<file path="config.mk">
export PLATFORM = sky130hd
export DESIGN_NAME = mbpm_ram
export DESIGN_NICKNAME = d
export VERILOG_FILES = /design/src/hdl/mbpm_ram.sv
export SDC_FILE = /design/constraint.sdc
export NUM_CORES = 1
export LEC_CHECK = 0
export ABC_CLOCK_PERIOD_IN_PS = 5000
export BUFFER_PORTS_ARGS = -buffer_cell sky130_fd_sc_hd__clkbuf_2
export CAP_MARGIN = 0
export CORE_MARGIN = 4
export CORE_UTILIZATION = 30
export CTS_BUF_LIST = sky130_fd_sc_hd__clkbuf_8
export DETAILED_ROUTE_END_ITERATION = 7
export GPL_ROUTABILITY_DRIVEN = 0
export GPL_TIMING_DRIVEN = 0
export SYNTH_ARGS = -nofsm -noshare
export SYNTH_HDL_FRONTEND = slang
export SYNTH_SLANG_ARGS = --single-unit
</file>
<file path="constraint.sdc">
create_clock -name clk_i -period 5 [get_ports clk_i]
set_input_delay 0.75 -clock clk_i [delete_from_list [all_inputs] [get_ports clk_i]]
set_output_delay 0.75 -clock clk_i [all_outputs]
set_load 0.05 [all_outputs]
</file>
<file path="src/hdl/mbpm_ram.sv">
// Generic single-port-write, single-port-read RAM with registered read data.
`default_nettype none
module mbpm_ram #(
  parameter int unsigned Width = 8,
  parameter int unsigned Depth = 16
) (
  input  wire logic                     clk_i,
  input  wire logic                     we_i,
  input  wire logic [$clog2(Depth)-1:0] waddr_i,
  input  wire logic [Width-1:0]         wdata_i,
  input  wire logic [$clog2(Depth)-1:0] raddr_i,
  output logic [Width-1:0]              rdata_o
);
  logic [Width-1:0] mem_q [Depth];

  always_ff @(posedge clk_i) begin
    if (we_i) begin
      mem_q[waddr_i] <= wdata_i;
    end
    rdata_o <= mem_q[raddr_i];
  end
endmodule
`default_nettype wire

</file>
==> results.txt <==
----------------------------------------------------
[Final layout]
  Number of nets in the layout ... 292
  Fraction of layout cells with a size suffix above 1 ... 0.290
  Area used by multi-input combinational logic ... 0.00106 mm²
  Fill count ... 1579
  Area growth from synthesis to layout ... 14.8%
  # diodes ... 0
  Final core utilization ... 0.354
  Sequential cell area ... 0.00400 mm²

[Drt]
  Final wirelength ... 10.4 mm
  Iteration count of the initial detailed-routing pass ... 4
  Post-detailed-route count of antenna-violating nets ... 0
  Number of remaining DRC errors ... 0
  Via/cell ratio ... 4.74
  Final routed wire length divided by cell count ... 20.6 µm
  Vias post-DR ... 2400
  Initial DRC Count ... 278

[Floorplanning]
  Placeable Area ... 0.0167 mm²
  Die area ... 0.0193 mm²
  I/O pin count ... 26
  Standard-cell rows ... 47
  Initial cell density of the core ... 0.308
  Die X-Extent ... 139 µm
  Die extent in y ... 139 µm

[Worst setup path]
  Required time reported for the critical path endpoint ... 5.06 ns
  Worst setup SP type ... input pin
  Class of the most critical setup path ... in -> reg
  Element type at the critical path end ... flop
  Slack of the worst reg-to-reg path ... 3.60 ns
  Highest net fanout along the worst path ... 8
  Arrival time of data at the critical path endpoint ... 2.05 ns

[Clocking]
  Sink count of the clock tree ... 136
  Clock latency on the worst-skew pair ... 0.43 ns
  Clock transition at path regs ... 0.07 ns
  Number of buffers inserted by hold repair at cts ... 0
  CTS tree ... yes
  Maximum buffer depth of the clock tree ... 2
  CTS Root Buffer Type ... clkbuf_8
  CTS H-tree depth ... 4
  Number of setup buffers added after CTS ... 0
  Post-cts resize count ... 0
  Total CTS buffers ... 17

[Timing]
  Max Transition Viols Final ... 0
  Max_slew headroom ... 0.169
  Total negative slack ... 0 ns
  Measured slew at the worst slew-check pin ... 1.24 ns
  Total count of hold-check failures in the final report ... 0
  Setup violation total in the final timing report ... 0
  Period utilization ... 0.399
  Worst path setup slack after routing ... 3.00 ns
  Highest achievable clock rate ... 501 MHz
  Final Critical Period ... 2.00 ns
  Setup repair after global routing missed its margin ... false
  Worst setup skew after layout ... 0.00594 ns

[Synth]
  Share of the synthesized area in the top cell type ... 0.747
  Seq/Total Area, Yosys ... 0.778
  Mapped Cells ... 229
  Total standard cell area after synthesis ... 0.00515 mm²
  Post-synth top area cell ... edfxtp_1
  Distinct cell type count of the synthesized netlist ... 19
  Post-synth top flop ... edfxtp_1
  Synthesis Warnings ... 0
  Cell types occupying the most area after synthesis ... edfxtp_1 (75%), mux4_2 (7.9%), mux4_1 (7.1%), dfxtp_1 (3.1%), a22oi_1 (2.3%)
  Mean Syn Cell Area ... 22.5 µm²
  Mapped Nets ... 247
  Top cell types by occurrence after synthesis ... edfxtp_1 (128), mux4_2 (18), a22oi_1 (16)
  Number of register bits inferred by synthesis ... 136
  Asr flop ratio synth ... 0
  Most instantiated library cell after synthesis ... edfxtp_1
  Number of enable flip-flop cells after synthesis ... 128

[Pwr]
  VDD IR-drop max ... 0.159 mV
  Pleak ... 1.92 nW
  PD cells ... 376 mW/mm²

[GRT]
  Maximum number of pins on one net before global-route repair ... 17
  Via count of the first global-routing pass ... 2460
  First-pass GRT wire length ... 15.7 mm
  GRT Util Overall ... 0.112
  Antenna violations before repair ... 0
  Total grt overflow ... 0

[Placed design]
  DPL Wire Length ... 6.63 mm
  Count of input and output buffers ... 24
  Post-place setup slack ... 2.16 ns

[Flow run]
  Max-cap violations ... 0

[Outcome]
  Status ... complete, no violations

[Min path]
  Classification of the worst-slack hold path ... reg -> reg

----------------------------------------------------
## cells in the final DEF, fill, tap and decap left out
master and count:
edfxtp_1 128, clkbuf_2 24, mux4_2 18, clkbuf_8 17, a22oi_1 16, mux4_1 14, nor2_1 13, nand2_1 9
dfxtp_1 8, clkinvlp_4 6, buf_2 4, buf_6 3, clkdlybuf4s25_2 3, nor3_1 3, buf_4 2, nand3b_1 2
nand2b_1 2, inv_1 2, clkinv_1 2, nor2b_1 1, and2_1 1, and2b_1 1, nor3_2 1, nand3_1 1
or3b_2 1, bufinv_16 1, inv_6 1, clkinv_2 1, clkinv_4 1
## registers in the layout (all words and copies together) (netlist names)
name,cells
mem_q,128
rdata_o,8
## critical path, stage by stage
cell and delay [ns]:
clkbuf_2 0.10, or3b_2 0.54, nor2_1 0.66
## where the power goes
| part | total, W | switching (W) | internal (W) |
|---|---|---|---|
| clock network | 0.000794 | 0.000412 | 0.000382 |
| logic | 0.000149 | 0.0000985 | 0.0000506 |
| registers | 0.00128 | 0.00000565 | 0.00127 |
## final timing paths
path,startpoint,end,cells after the start
worst min register to register,mem_q[3][3]$_DFFE_PP_,rdata_o[3]$_DFF_P_,3
worst max register to register,mem_q[1][1]$_DFFE_PP_,rdata_o[1]$_DFF_P_,3
worst max-delay path,waddr_i[2],mem_q[3][2]$_DFFE_PP_,3
worst min-delay path,mem_q[3][3]$_DFFE_PP_,rdata_o[3]$_DFF_P_,3
## final cells by class
cell class              instances  share of cell area
plain buffers                  10              0.0146
flip-flops and latches        136               0.678
multi-input cells              83               0.180
clock buffers                  17              0.0396
repair buffers                 26              0.0225
well taps                     220              0.0466
clock inverters                14              0.0191
## cell families after synthesis
logic type,count (synthesis),share of synthesized area
buffers and inverters,10,0.0168
AOI/OAI and AO/OA,16,0.0233
and+or+nand+nor,35,0.0318
muxes,32,0.150
DFF,136,0.778
## layer usage
| metal | up-vias | GRT usage | part of all wire |
|---|---|---|---|
| met3 | 9 | 0.0421 | 0.077 |
| li1 | 1058 | - | - |
| met5 | - | 0 | 0 |
| met2 | 86 | 0.157 | 0.47 |
| met1 | 1247 | 0.160 | 0.44 |
| met4 | 0 | 0.0417 | 0.012 |
## per-stage QoR
stage / instances / cell area [µm²] / hold WS [ns] / power, W
2_1_floorplan: 229 / 5150 / 0.629 / 0.00140
3_3_place_gp: 473 / 5540 / 0.666 / 0.00145
3_5_place_dp: 473 / 5540 / 0.675 / 0.00146
4_1_cts: 504 / 5890 / 0.694 / 0.00224
5_1_grt: 506 / 5910 / 0.728 / 0.00231
6_report: 506 / 5910 / 0.687 / 0.00222
Power figures use the tool's default switching activity.
